<file path="config.mk">
export PLATFORM = sky130hd
export DESIGN_NAME = sorted_multiset_store_flat
export DESIGN_NICKNAME = d
export VERILOG_FILES = /design/src/hw/rtl/sms_pkg.sv /design/src/hw/rtl/sms_if.sv /design/src/hw/rtl/sms_cmp.sv /design/src/hw/rtl/sorted_multiset_store.sv /design/src/flat_wrapper.sv
export SDC_FILE = /design/constraint.sdc
export NUM_CORES = 1
export LEC_CHECK = 0
export ABC_CLOCK_PERIOD_IN_PS = 6100
export CORE_AREA = 2 2 233 235
export DETAILED_ROUTE_END_ITERATION = 6
export DIE_AREA = 0 0 235 237
export DONT_BUFFER_PORTS = 1
export HOLD_SLACK_MARGIN = 0.05
export PLACE_DENSITY = 0.72
export SYNTH_ARGS = -nofsm -noshare
export SYNTH_HDL_FRONTEND = slang
export SYNTH_HIERARCHICAL = 1
export SYNTH_SLANG_ARGS = --single-unit
</file>
<file path="constraint.sdc">
create_clock -name clk -period 6.1 [get_ports clk]
set_input_delay 1.83 -clock clk [delete_from_list [all_inputs] [get_ports clk]]
set_output_delay 1.83 -clock clk [all_outputs]
set_load 0.01 [all_outputs]
</file>
<file path="src/hw/rtl/sms_pkg.sv">
// Shared definitions for the sorted multiset store: field widths, opcodes,
// status codes and the compare result type. No dependencies.
`timescale 1ns / 1ps

package sms_pkg;

  localparam int CAPACITY_DEF  = 16;
  localparam int VALUE_W       = 32;
  localparam int STATUS_W      = 2;
  localparam int ENTRY_COUNT_W = 5;

  localparam logic OP_INSERT = 1'b0;
  localparam logic OP_DELETE = 1'b1;

  localparam logic [STATUS_W-1:0] STATUS_DONE     = 2'd0;
  localparam logic [STATUS_W-1:0] STATUS_NO_MATCH = 2'd1;
  localparam logic [STATUS_W-1:0] STATUS_FULL     = 2'd2;

  typedef struct packed {
    logic lt;
    logic eq;
    logic gt;
  } cmp_res_t;

endpackage

</file>
<file path="src/hw/rtl/sms_if.sv">
// Valid/ready channel interfaces for the operation and result items.
// Depends on sms_pkg for the field widths.
`timescale 1ns / 1ps

interface sms_in_if import sms_pkg::*; ();
  logic                      valid;
  logic                      ready;
  logic                      op;
  logic signed [VALUE_W-1:0] item_value;

  modport source (output valid, output op, output item_value, input ready);
  modport sink (input valid, input op, input item_value, output ready);
endinterface

interface sms_out_if import sms_pkg::*; ();
  logic                       valid;
  logic                       ready;
  logic [STATUS_W-1:0]        status;
  logic [ENTRY_COUNT_W-1:0]   entry_count;
  logic signed [VALUE_W-1:0]  smallest_value;
  logic signed [VALUE_W-1:0]  largest_value;

  modport source (output valid, output status, output entry_count,
                  output smallest_value, output largest_value, input ready);
  modport sink (input valid, input status, input entry_count,
                input smallest_value, input largest_value, output ready);
endinterface

</file>
<file path="src/hw/rtl/sms_cmp.sv">
// Shared signed compare unit used by every scan step of the store.
// Depends on sms_pkg.
`timescale 1ns / 1ps

module sms_cmp import sms_pkg::*; (
  input  logic signed [VALUE_W-1:0] a,
  input  logic signed [VALUE_W-1:0] b,
  output cmp_res_t                  res
);

  always_comb begin
    res.lt = (a < b);
    res.eq = (a == b);
    res.gt = (a > b);
  end

endmodule

</file>
<file path="src/hw/rtl/sorted_multiset_store.sv">
// Sorted multiset store: the top level with its sequencer and entry memory.
// Depends on sms_pkg, sms_if and sms_cmp.
//
// Usage: each item on in_ch inserts (op 0) or deletes one copy of (op 1)
// a signed value. The store keeps up to CAPACITY values in ascending order,
// duplicates allowed. Each item yields one result item on out_ch with a
// status, the entry count, and the smallest and largest stored values (both
// 0 when the store is empty). An insert into a full store is rejected.
// The block works on one item at a time and in_ch.ready is high only while
// it is idle. One read port, one write port and one comparator serve every
// step, and each entry visited takes a read state and a compare or write
// state. An insert scans down from the top entry, shifting each larger entry
// up by one; a delete scans up from entry 0 until it finds its value, meets a
// larger entry or runs out, then shifts the later entries down. Unless the
// store is then empty, every item next reads the smallest and largest entries;
// a rejected insert goes straight to that step. in_ch.ready rises at the
// same edge that loads the result. The result sits in an output register, so
// the next item is accepted while it waits; a stalled receiver stalls the
// input only once a second result is ready. Reset empties the store and
// drops any pending result.
`timescale 1ns / 1ps

module sorted_multiset_store import sms_pkg::*; #(
  parameter int CAPACITY = CAPACITY_DEF
) (
  input  logic         clk,
  input  logic         rst_n,
  sms_in_if.sink       in_ch,
  sms_out_if.source    out_ch
);

  localparam int IDX_W = $clog2(CAPACITY);
  localparam int CNT_W = $clog2(CAPACITY + 1);
  localparam int ST_W  = 4;

  localparam logic [ST_W-1:0] ST_IDLE    = 4'd0;
  localparam logic [ST_W-1:0] ST_INS_RD  = 4'd1;
  localparam logic [ST_W-1:0] ST_INS_CMP = 4'd2;
  localparam logic [ST_W-1:0] ST_DEL_RD  = 4'd3;
  localparam logic [ST_W-1:0] ST_DEL_CMP = 4'd4;
  localparam logic [ST_W-1:0] ST_SH_RD   = 4'd5;
  localparam logic [ST_W-1:0] ST_SH_WR   = 4'd6;
  localparam logic [ST_W-1:0] ST_MIN_RD  = 4'd7;
  localparam logic [ST_W-1:0] ST_MIN_WT  = 4'd8;
  localparam logic [ST_W-1:0] ST_MAX_WT  = 4'd9;
  localparam logic [ST_W-1:0] ST_DONE    = 4'd10;

  logic signed [VALUE_W-1:0] mem [CAPACITY];
  logic signed [VALUE_W-1:0] rd_data_r;
  logic                      mem_we;
  logic [IDX_W-1:0]          mem_wa;
  logic [IDX_W-1:0]          mem_ra;
  logic signed [VALUE_W-1:0] mem_wd;

  logic [ST_W-1:0]           state_r, state_nxt;
  logic [CNT_W-1:0]          count_r, count_nxt;
  logic [CNT_W-1:0]          i_r, i_nxt;
  logic [STATUS_W-1:0]       status_r, status_nxt;
  logic signed [VALUE_W-1:0] val_r, val_nxt;
  logic signed [VALUE_W-1:0] small_r, small_nxt;
  logic signed [VALUE_W-1:0] large_r, large_nxt;
  logic                      out_valid_r, out_valid_nxt;
  logic                      out_load;

  logic [STATUS_W-1:0]       out_status_r;
  logic [ENTRY_COUNT_W-1:0]  out_count_r;
  logic signed [VALUE_W-1:0] out_small_r;
  logic signed [VALUE_W-1:0] out_large_r;

  logic [CNT_W-1:0]          i_inc;
  logic [CNT_W-1:0]          i_dec;
  logic [CNT_W-1:0]          count_dec;
  cmp_res_t                  cmp;

  sms_cmp u_cmp (
    .a   (rd_data_r),
    .b   (val_r),
    .res (cmp)
  );

  assign i_inc     = i_r + CNT_W'(1);
  assign i_dec     = i_r - CNT_W'(1);
  assign count_dec = count_r - CNT_W'(1);

  always_ff @(posedge clk) begin
    if (mem_we) begin
      mem[mem_wa] <= mem_wd;
    end
    rd_data_r <= mem[mem_ra];
  end

  always_comb begin
    state_nxt     = state_r;
    count_nxt     = count_r;
    i_nxt         = i_r;
    status_nxt    = status_r;
    val_nxt       = val_r;
    small_nxt     = small_r;
    large_nxt     = large_r;
    out_valid_nxt = out_valid_r;
    out_load      = 1'b0;
    mem_we        = 1'b0;
    mem_wa        = i_r[IDX_W-1:0];
    mem_wd        = val_r;
    mem_ra        = '0;

    if (out_valid_r && out_ch.ready) begin
      out_valid_nxt = 1'b0;
    end

    unique case (state_r)
      ST_IDLE: begin
        if (in_ch.valid) begin
          val_nxt    = in_ch.item_value;
          status_nxt = STATUS_DONE;
          if (in_ch.op == OP_INSERT) begin
            if (count_r == CNT_W'(CAPACITY)) begin
              status_nxt = STATUS_FULL;
              state_nxt  = ST_MIN_RD;
            end else begin
              i_nxt     = count_r;
              state_nxt = ST_INS_RD;
            end
          end else begin
            i_nxt     = '0;
            state_nxt = ST_DEL_RD;
          end
        end
      end
      ST_INS_RD: begin
        if (i_r == '0) begin
          mem_we    = 1'b1;
          count_nxt = count_r + CNT_W'(1);
          state_nxt = ST_MIN_RD;
        end else begin
          mem_ra    = i_dec[IDX_W-1:0];
          state_nxt = ST_INS_CMP;
        end
      end
      ST_INS_CMP: begin
        mem_we = 1'b1;
        if (cmp.gt) begin
          mem_wd    = rd_data_r;
          i_nxt     = i_dec;
          state_nxt = ST_INS_RD;
        end else begin
          count_nxt = count_r + CNT_W'(1);
          state_nxt = ST_MIN_RD;
        end
      end
      ST_DEL_RD: begin
        if (i_r == count_r) begin
          status_nxt = STATUS_NO_MATCH;
          state_nxt  = ST_MIN_RD;
        end else begin
          mem_ra    = i_r[IDX_W-1:0];
          state_nxt = ST_DEL_CMP;
        end
      end
      ST_DEL_CMP: begin
        priority if (cmp.eq) begin
          state_nxt = ST_SH_RD;
        end else if (cmp.gt) begin
          status_nxt = STATUS_NO_MATCH;
          state_nxt  = ST_MIN_RD;
        end else begin
          i_nxt     = i_inc;
          state_nxt = ST_DEL_RD;
        end
      end
      ST_SH_RD: begin
        if (i_inc == count_r) begin
          count_nxt = count_dec;
          state_nxt = ST_MIN_RD;
        end else begin
          mem_ra    = i_inc[IDX_W-1:0];
          state_nxt = ST_SH_WR;
        end
      end
      ST_SH_WR: begin
        mem_we    = 1'b1;
        mem_wd    = rd_data_r;
        i_nxt     = i_inc;
        state_nxt = ST_SH_RD;
      end
      ST_MIN_RD: begin
        if (count_r == '0) begin
          small_nxt = '0;
          large_nxt = '0;
          state_nxt = ST_DONE;
        end else begin
          mem_ra    = '0;
          state_nxt = ST_MIN_WT;
        end
      end
      ST_MIN_WT: begin
        small_nxt = rd_data_r;
        mem_ra    = count_dec[IDX_W-1:0];
        state_nxt = ST_MAX_WT;
      end
      ST_MAX_WT: begin
        large_nxt = rd_data_r;
        state_nxt = ST_DONE;
      end
      ST_DONE: begin
        if (!out_valid_r || out_ch.ready) begin
          out_load      = 1'b1;
          out_valid_nxt = 1'b1;
          state_nxt     = ST_IDLE;
        end
      end
      default: begin
        state_nxt = ST_IDLE;
      end
    endcase
  end

  always_ff @(posedge clk) begin
    if (!rst_n) begin
      state_r     <= ST_IDLE;
      count_r     <= '0;
      i_r         <= '0;
      status_r    <= STATUS_DONE;
      out_valid_r <= 1'b0;
    end else begin
      state_r     <= state_nxt;
      count_r     <= count_nxt;
      i_r         <= i_nxt;
      status_r    <= status_nxt;
      out_valid_r <= out_valid_nxt;
    end
  end

  always_ff @(posedge clk) begin
    val_r   <= val_nxt;
    small_r <= small_nxt;
    large_r <= large_nxt;
    if (out_load) begin
      out_status_r <= status_r;
      out_count_r  <= ENTRY_COUNT_W'(count_r);
      out_small_r  <= small_r;
      out_large_r  <= large_r;
    end
  end

  assign in_ch.ready           = (state_r == ST_IDLE);
  assign out_ch.valid          = out_valid_r;
  assign out_ch.status         = out_status_r;
  assign out_ch.entry_count    = out_count_r;
  assign out_ch.smallest_value = out_small_r;
  assign out_ch.largest_value  = out_large_r;

endmodule

</file>
<file path="src/flat_wrapper.sv">
// flat-port wrapper written by rule: the top's interface ports become plain ports
module sorted_multiset_store_flat import sms_pkg::*;
#(
  parameter int CAPACITY = CAPACITY_DEF
)
  (clk, rst_n, in_ch_valid, in_ch_op, in_ch_item_value, in_ch_ready, out_ch_valid, out_ch_status, out_ch_entry_count, out_ch_smallest_value, out_ch_largest_value, out_ch_ready);
  sms_in_if in_ch_i ();
  sms_out_if out_ch_i ();
  input  logic clk;
  input  logic rst_n;
  input wire logic [$bits(in_ch_i.valid)-1:0] in_ch_valid;
  input wire logic [$bits(in_ch_i.op)-1:0] in_ch_op;
  input wire logic [$bits(in_ch_i.item_value)-1:0] in_ch_item_value;
  output wire logic [$bits(in_ch_i.ready)-1:0] in_ch_ready;
  output wire logic [$bits(out_ch_i.valid)-1:0] out_ch_valid;
  output wire logic [$bits(out_ch_i.status)-1:0] out_ch_status;
  output wire logic [$bits(out_ch_i.entry_count)-1:0] out_ch_entry_count;
  output wire logic [$bits(out_ch_i.smallest_value)-1:0] out_ch_smallest_value;
  output wire logic [$bits(out_ch_i.largest_value)-1:0] out_ch_largest_value;
  input wire logic [$bits(out_ch_i.ready)-1:0] out_ch_ready;
  assign in_ch_i.valid = in_ch_valid;
  assign in_ch_i.op = in_ch_op;
  assign in_ch_i.item_value = in_ch_item_value;
  assign in_ch_ready = in_ch_i.ready;
  assign out_ch_valid = out_ch_i.valid;
  assign out_ch_status = out_ch_i.status;
  assign out_ch_entry_count = out_ch_i.entry_count;
  assign out_ch_smallest_value = out_ch_i.smallest_value;
  assign out_ch_largest_value = out_ch_i.largest_value;
  assign out_ch_i.ready = out_ch_ready;
  sorted_multiset_store #(.CAPACITY(CAPACITY)) u_core (.clk(clk), .rst_n(rst_n), .in_ch(in_ch_i), .out_ch(out_ch_i));
endmodule
</file>
==> results.md, run 1 <==
Worst setup path:
- At the worst endpoint, the required time is 6.59 ns.
- Along the worst path, the maximum fanout reaches 10.
- The worst setup path is launched from a register.
- The setup path with the least slack is of type reg2reg.
- Data on the critical path arrives at its endpoint at around 4.9 ns.
- The cell that appears most often on the critical path is o21ai_0.
- Broken down by cell family, the worst path's largest delay share belongs to simple AND/OR/NAND/NOR gates.
- Together, buffers and inverters on the worst path number 1.
- The critical path goes through inv_1 -> ha_1 -> nand4_1 -> nor4_1 -> a211o_1 -> a21oi_2 -> mux2i_1 -> o21ai_0 -> o211ai_1 -> a21oi_1 -> nor3_1 -> o21ai_0 -> a22oi_1 -> nor2b_1.
- STA classifies the critical path endpoint as a register.
- The cell with the biggest individual delay on the critical path is nor3_1.
- The largest stage delay on the critical path is between 0.8 and 0.9 ns.

Layout:
- The fraction of final layout cells sized beyond drive strength 1 is 0.148.
- Once layout is complete, the cells apart from fillers number 2,571.
- The layout has 3,724 filler cells.
- Leaving out fill and tap cells, the most frequent cells in the layout are 679 x edfxtp_1, 163 x and3_1, 96 x mux2_2.
- The area growth from synthesis to layout is 9.45%.
- Measured on the finished design, the core utilization comes to 0.616.
- Summing all flip-flop and latch instances after layout gives approximately 21,000 µm².
- In the final layout, the multi-input gates occupy 7900 µm².
- The most common cell after layout, fill and taps aside is edfxtp_1.
- The net count of the finished layout is 1,894.

Routing:
- The number of iterations in the first detailed-routing pass is 6.
- The routed length per placed instance is 28.2 µm.
- The number of DRC markers after the initial detailed-route iteration is 2,155.
- The routed layout has 17.4k vias.
- The sum of routed wire length over all layers is 72,500 µm.
- The post-route DRC violation count is 0.
- The vias per cell is roughly 6.8.
- The count of nets left with antenna violations once routing finished came out at 0.

Power:
- The part of the total power dissipated in the clock network is 0.272.
- Power spread over the standard cell area amounts to around 470 nW/µm².
- The register share of total power is 0.441.
- The leakage power summed over all cells is ~11 nW.
- The share of total power dissipated in combinational logic is 0.287.
- The total internal power is 10.4 mW.
- The peak supply drop is 0.000658 V.
- The net switching power is 4.98 mW.
- The total chip power is 15.3 mW.
- The switching part of the total power is 0.325.

Clock network:
- TritonCTS built the clock tree.
- After clock tree synthesis, the clock-pin slew on the worst setup and hold paths is 0.07 ns.
- The clock insertion delay at the later pin of the skew report is 0.61 ns.
- The CTS H-tree depth is 3.
- The sink count of the clock tree is between 700 and 800.
- For this design, the CTS-stage hold fixing added 0 buffers.
- Gates resized during post-CTS repair numbered 0.
- The clock root buffer is clkbuf_16.
- The number of buffers inserted during clock tree synthesis is 70.
- Post-CTS timing repair inserted 0 buffers for setup.
- The clock passes through at most 3 buffers.

Job:
- Max-cap violations in this run came to 0.

Timing:
- The count of pins over their slew limit is 0.
- The shortest period the worst path allows is 4.42 ns.
- The slew of the pin with the lowest slew margin is about 1.4 ns.
- The total count of hold-check failures in the final report came to 0.
- The smallest setup slack after layout is approximately 1.7 ns.
- After routing, the total negative slack on setup checks comes to 0 ns.
- The clock arrives with 0.0297 ns of skew.
- The headroom to the max-slew limit is 0.0721.
- Dividing the final minimum period by the clock period gives 0.725.
- Setup violations remaining at the end of the flow were counted as 0.
- Derived from the worst setup path, the maximum achievable clock frequency is 0.226 GHz.
- Setup repair after global routing left no endpoint under its margin.

Placement:
- The wire-length estimate of the detail-placed layout is about 39,000 µm.
- The instance count after placement with tap cells included is 2,442.
- The count of buffers added on input and output ports is 0.
- The routability congestion estimate is 0.897.
- The setup slack after placement is about 1.8 ns.

Worst hold path:
- The worst hold path belongs to the class reg2reg.

Floorplanning:
- Measured along the x axis, the die boundary spans ~240 µm.
- Row generation in the floorplan step produced 85 rows.
- For this configuration, the core starts out at a cell density of 0.563.
- The count of boundary I/O pins is 110.
- In this run the standard cell core region covers 53,300 µm².
- The height of the die is 237 µm.
- The area of the die is 55,700 µm².

GRT:
- The wire length of the first global-routing pass is between 100,000 and 150,000 µm.
- The number of global-route vias before repair was 16.9k.
- Entering global routing, the biggest net connects 169 pins.
- In the global route stage, overall resource usage came out at 0.257.
- The number of antenna violations at the first check in global routing was 7.
- The total congestion overflow is 0.

Synthesis:
- The synthesized netlist occupies a cell area of roughly 30,000 µm².
- Dividing the synthesized area by the synthesized cell count gives about 16 µm².
- In the synthesized netlist, the number of instances is 1,875.
- Counting every net in the synthesized netlist gives 1,951.
- The Yosys step of the flow raised 6 warnings.

Run status:
- The flow ran to the end, and the final reports show no timing, DRC or antenna violations.
-- per-stage QoR --
stage	cell area [µm²]	hold slack (ns)
after floorplan	30000	0.400
after detailed placement	30600	0.405
after global placement	30600	0.401
final	32800	0.417
after global routing	32800	0.424
after CTS	32800	0.417
-- registers in the layout, indices dropped and copies added, names as in the netlist --
name                          count
u_core/count_r                    5
u_core/i_r                        5
u_core/large_r                   32
u_core/mem                      512
u_core/out_ch.entry_count         5
u_core/out_ch.largest_value      32
u_core/out_ch.smallest_value     32
u_core/out_ch.status              2
u_core/out_ch.valid               1
u_core/rd_data_r                 32
u_core/small_r                   32
u_core/state_r                    4
u_core/status_r                   2
u_core/val_r                     32
-- power groups by stage --
stage	Combinational (mW)	Clock, mW	Sequential [mW]
6_report	4.41	4.17	6.76
5_1_grt	4.72	4.41	6.80
4_1_cts	4.35	4.22	6.74
3_5_place_dp	4.33	0	6.85
3_3_place_gp	4.21	0	6.83
2_1_floorplan	3.31	0	6.60
-- per-layer routing --
layer,global-route usage,wire [µm],up-vias
met4,0.0999,2470,6
met3,0.0487,7300,163
met1,0.346,28000,8739
met2,0.418,34700,951
li1,-,-,7508
met5,0,36,-
-- layout make-up --
class,instances,area share
antenna,2,0.000153
clock buffer,91,0.0573
clock inverter,36,0.00968
inverter,41,0.00469
multi-input combinational,941,0.241
sequential,728,0.651
tap,696,0.0265
timing repair buffer,36,0.00976
-- final timing paths --
kind	startpoint	end	slack, ns	depth (start not counted)
setup / recovery	u_core/val_r[14]	u_core/i_r[3]	1.68	14
hold / removal	u_core/small_r[31]	u_core/out_ch.smallest_value[31]	0.42	0
setup reg to reg	u_core/val_r[14]	u_core/i_r[3]	1.68	14
hold reg to reg	u_core/small_r[31]	u_core/out_ch.smallest_value[31]	0.42	0
Power figures use the tool's default switching activity.
==> inputs of run 2 (changes only) <==
ABC_CLOCK_PERIOD_IN_PS = 3850   (was 6100)
PLACE_DENSITY = 0.75   (was 0.72)
clock period = 3.85 ns   (was 6.1 ns; I/O delays follow)
==> run 2 against run 1 <==
Effect of this change: the flow now finishes with violations (DRC); die area did not move; total power rose by 63%; critical endpoint is now u_core/mem[0][18]; routed wire length rose by 4.7%; sequential cell count did not move; highest routed layer unchanged; final area rose by 2.4%; critical path type unchanged; largest power group unchanged.
==> results.md, run 2 (same netlist as run 1, synthesis figures left out) <==
Worst setup path:
- The worst path buffer plus inverter count came to 1 (unchanged).
- The required time at the worst-slack endpoint is 4.14 ns (was 6.59 ns).
- The cell with the biggest individual delay on the critical path is o31ai_2 (was nor3_1).
- List of cells traversed by the critical path: ha_1 -> nand4_1 -> o31ai_2 -> a21oi_2 -> mux2i_2 -> o21ai_0 -> nor2_4 -> buf_12 -> mux2_2 (was inv_1 -> ha_1 -> nand4_1 -> nor4_1 -> a211o_1 -> a21oi_2 -> mux2i_1 -> o21ai_0 -> o211ai_1 -> a21oi_1 -> nor3_1 -> o21ai_0 -> a22oi_1 -> nor2b_1).
- The element type at the critical path end is a register (unchanged).
- The largest stage delay on the critical path is 0.51 ns (was 0.85 ns).
- The sort of element at the start of the critical path is a register (unchanged).
- The kind of critical path is reg2reg (unchanged).
- The worst path arrival time is 4.01 ns (was 4.91 ns).
- The family with the most delay on the worst path is multiplexers (was simple AND/OR/NAND/NOR gates).
- The peak fanout along the critical path is 24 (was 10).

Floorplanning:
- The height of the die is 237 µm (unchanged).
- The effective utilization at floorplan is 0.563 (unchanged).
- The area of the die is 55,700 µm² (unchanged).
- The standard cell core area was 53,300 µm² (unchanged).
- The horizontal die dimension is 235 µm (unchanged).
- The count of standard-cell rows is 85 (unchanged).
- The count of boundary I/O pins is 110 (unchanged).

Run status:
- Outcome: finished with violations (was finished, final reports clean).
- The checks that failed: DRC.

Layout:
- The fraction of final layout cells sized beyond drive strength 1 is 0.170 (was 0.148).
- The number of fill cells is 3,574 (was 3,724).
- The flip-flop count of the largest register, all copies and words added is 512 (unchanged).
- The number of nets in the final layout was 1,943 (was 1,894).
- The register name with the most flops is u_core/mem (unchanged).
- The most common cell after layout, fill and taps aside is edfxtp_1 (unchanged).
- The area added between synthesis and finish is 12.1% (was 9.45%).
- Leading cell types in the layout, fill and taps excluded: 679 x edfxtp_1, 162 x and3_1, 96 x mux2_2 (was 679 x edfxtp_1, 163 x and3_1, 96 x mux2_2).
- The count of non-filler cells in the finished layout is 2,622 (was 2,571).

Placement:
- The setup slack after placement is 0.135 ns (was 1.75 ns).
- The routability congestion estimate came to 0.961 (was 0.897).
- The post-DP HPWL was 43,200 µm (was 38,900 µm).
- The instance count after placement with tap cells included is 2,492 (was 2,442).
- The number of port buffers is 0 (unchanged).

Timing:
- The smallest setup slack after layout was 0.130 ns (was 1.68 ns).
- The minimum hold slack is 0.417 ns (about the same).
- The count of pins over their slew limit is 0 (unchanged).
- The slew of the pin with the lowest slew margin is 1.06 ns (was 1.38 ns).
- The final worst clock skew is 0.0342 ns (was 0.0297 ns).
- The final number of setup-violating endpoints is 0 (unchanged).
- The headroom to the max-slew limit was 0.293 (was 0.0721).
- The sum of negative setup slack is 0 ns (unchanged).
- The shortest period the worst path allows is 3.72 ns (was 4.42 ns).
- RSZ-0062 raised after global routing: no (unchanged).
- The total count of hold-check failures in the final report is 0 (unchanged).
- The maximum clock rate is 0.269 GHz (was 0.226 GHz).
- The final period utilization came to 0.966 (was 0.725).

Power:
- The peak supply drop is 0.000472 V (was 0.000658 V).
- The leakage power summed over all cells came to 11.2 nW (was 10.9 nW).
- The power density over cell area is 743 nW/µm² (was 468 nW/µm²).

Clock network:
- The clock tree from TritonCTS is done (unchanged).
- The hold buffer count at CTS is 0 (unchanged).
- The clock root buffer is clkbuf_16 (unchanged).
- The sink count of the clock tree is 728 (unchanged).
- The clock-pin slew of the registers on the worst-case setup and hold paths was 0.06 ns (was 0.07 ns).
- The maximum clock insertion buffer count is 3 (unchanged).
- The number of buffers inserted during clock tree synthesis was 69 (was 70).
- The CTS H-tree depth is 3 (unchanged).
- The clock insertion delay at the later pin of the skew report is 0.61 ns (about the same).

Routing:
- The post-route DRC violation count is 7 (was 0).
- The vias per cell is 6.80 (was 6.75).
- The remaining antenna violation count after routing is 0 (unchanged).
- The number of DRC markers after the initial detailed-route iteration came to 2,249 (was 2,155).
- The vias after detailed routing is 17.8k (was 17.4k).
- The number of iterations in the first detailed-routing pass is 7 (was 6).
- The sum of routed wire length over all layers was 75,900 µm (was 72,500 µm).
- The routed length per placed instance is 28.9 µm (was 28.2 µm).

GRT:
- The wire length of the first global-routing pass was 112,000 µm (was 107,000 µm).
- The number of global-route vias before repair is 17.7k (was 16.9k).
- The total congestion overflow is 0 (unchanged).
- The maximum number of pins on one net before global-route repair is 97 (was 169).
- The number of antenna violations at the first check in global routing is 11 (was 7).
- The total track usage was 0.270 (was 0.257).

Worst hold path:
- The worst min-delay path class is reg2reg (unchanged).

Job:
- The number of maximum-capacitance violations is 0 (unchanged).
## run 2: path summary, 6_finish.rpt
path | slack, ns | startpoint | depth (start not counted) | endpoint
setup / recovery | 0.13 | u_core/rd_data_r[31] | 9 | u_core/mem[0][18]
hold / removal | 0.42 | u_core/small_r[8] | 0 | u_core/out_ch.smallest_value[8]
hold reg to reg | 0.42 | u_core/small_r[8] | 0 | u_core/out_ch.smallest_value[8]
setup reg to reg | 0.13 | u_core/rd_data_r[31] | 9 | u_core/mem[0][18]
## run 2: layout make-up
cell class | instances | area (µm²) | area share
inverters | 41 | 154 | 0.00458
well taps | 696 | 871 | 0.0259
multi-input cells | 941 | 7950 | 0.237
clock inverters | 27 | 254 | 0.00756
repair buffers | 86 | 1050 | 0.0311
clock buffers | 100 | 1950 | 0.0579
flip-flops and latches | 728 | 21400 | 0.636
diodes | 3 | 7.51 | 0.000223
## run 2: routing by layer
metal | vias to the layer above | routed length (µm) | share of wire | global-route usage
met4 | 8 | 2930 | 0.039 | 0.119
met5 | - | 57 | 0.00075 | 0
met3 | 202 | 8120 | 0.11 | 0.0651
li1 | 7612 | - | - | -
met1 | 8883 | 28600 | 0.38 | 0.352
met2 | 1112 | 36200 | 0.48 | 0.434
## run 2: per-stage QoR
step	instance area, µm²	utilization	total power [mW]
after detailed placement	31400	0.589	18.3
after CTS	33600	0.630	24.9
final	33600	0.631	25.0
after global routing	33600	0.631	25.9
after floorplan	30000	-	15.7
after global placement	31400	0.589	18.0
## run 2: power by group
group | internal (mW) | switching [mW]
combinational | 3.01 | 4.74
sequential | 10.1 | 0.514
clock | 3.75 | 2.88
## run 2: repair_timing
item	in CTS	in global routing
gates resized for setup	0	4
setup buffers	0	0
endpoints found under the setup margin	0	497
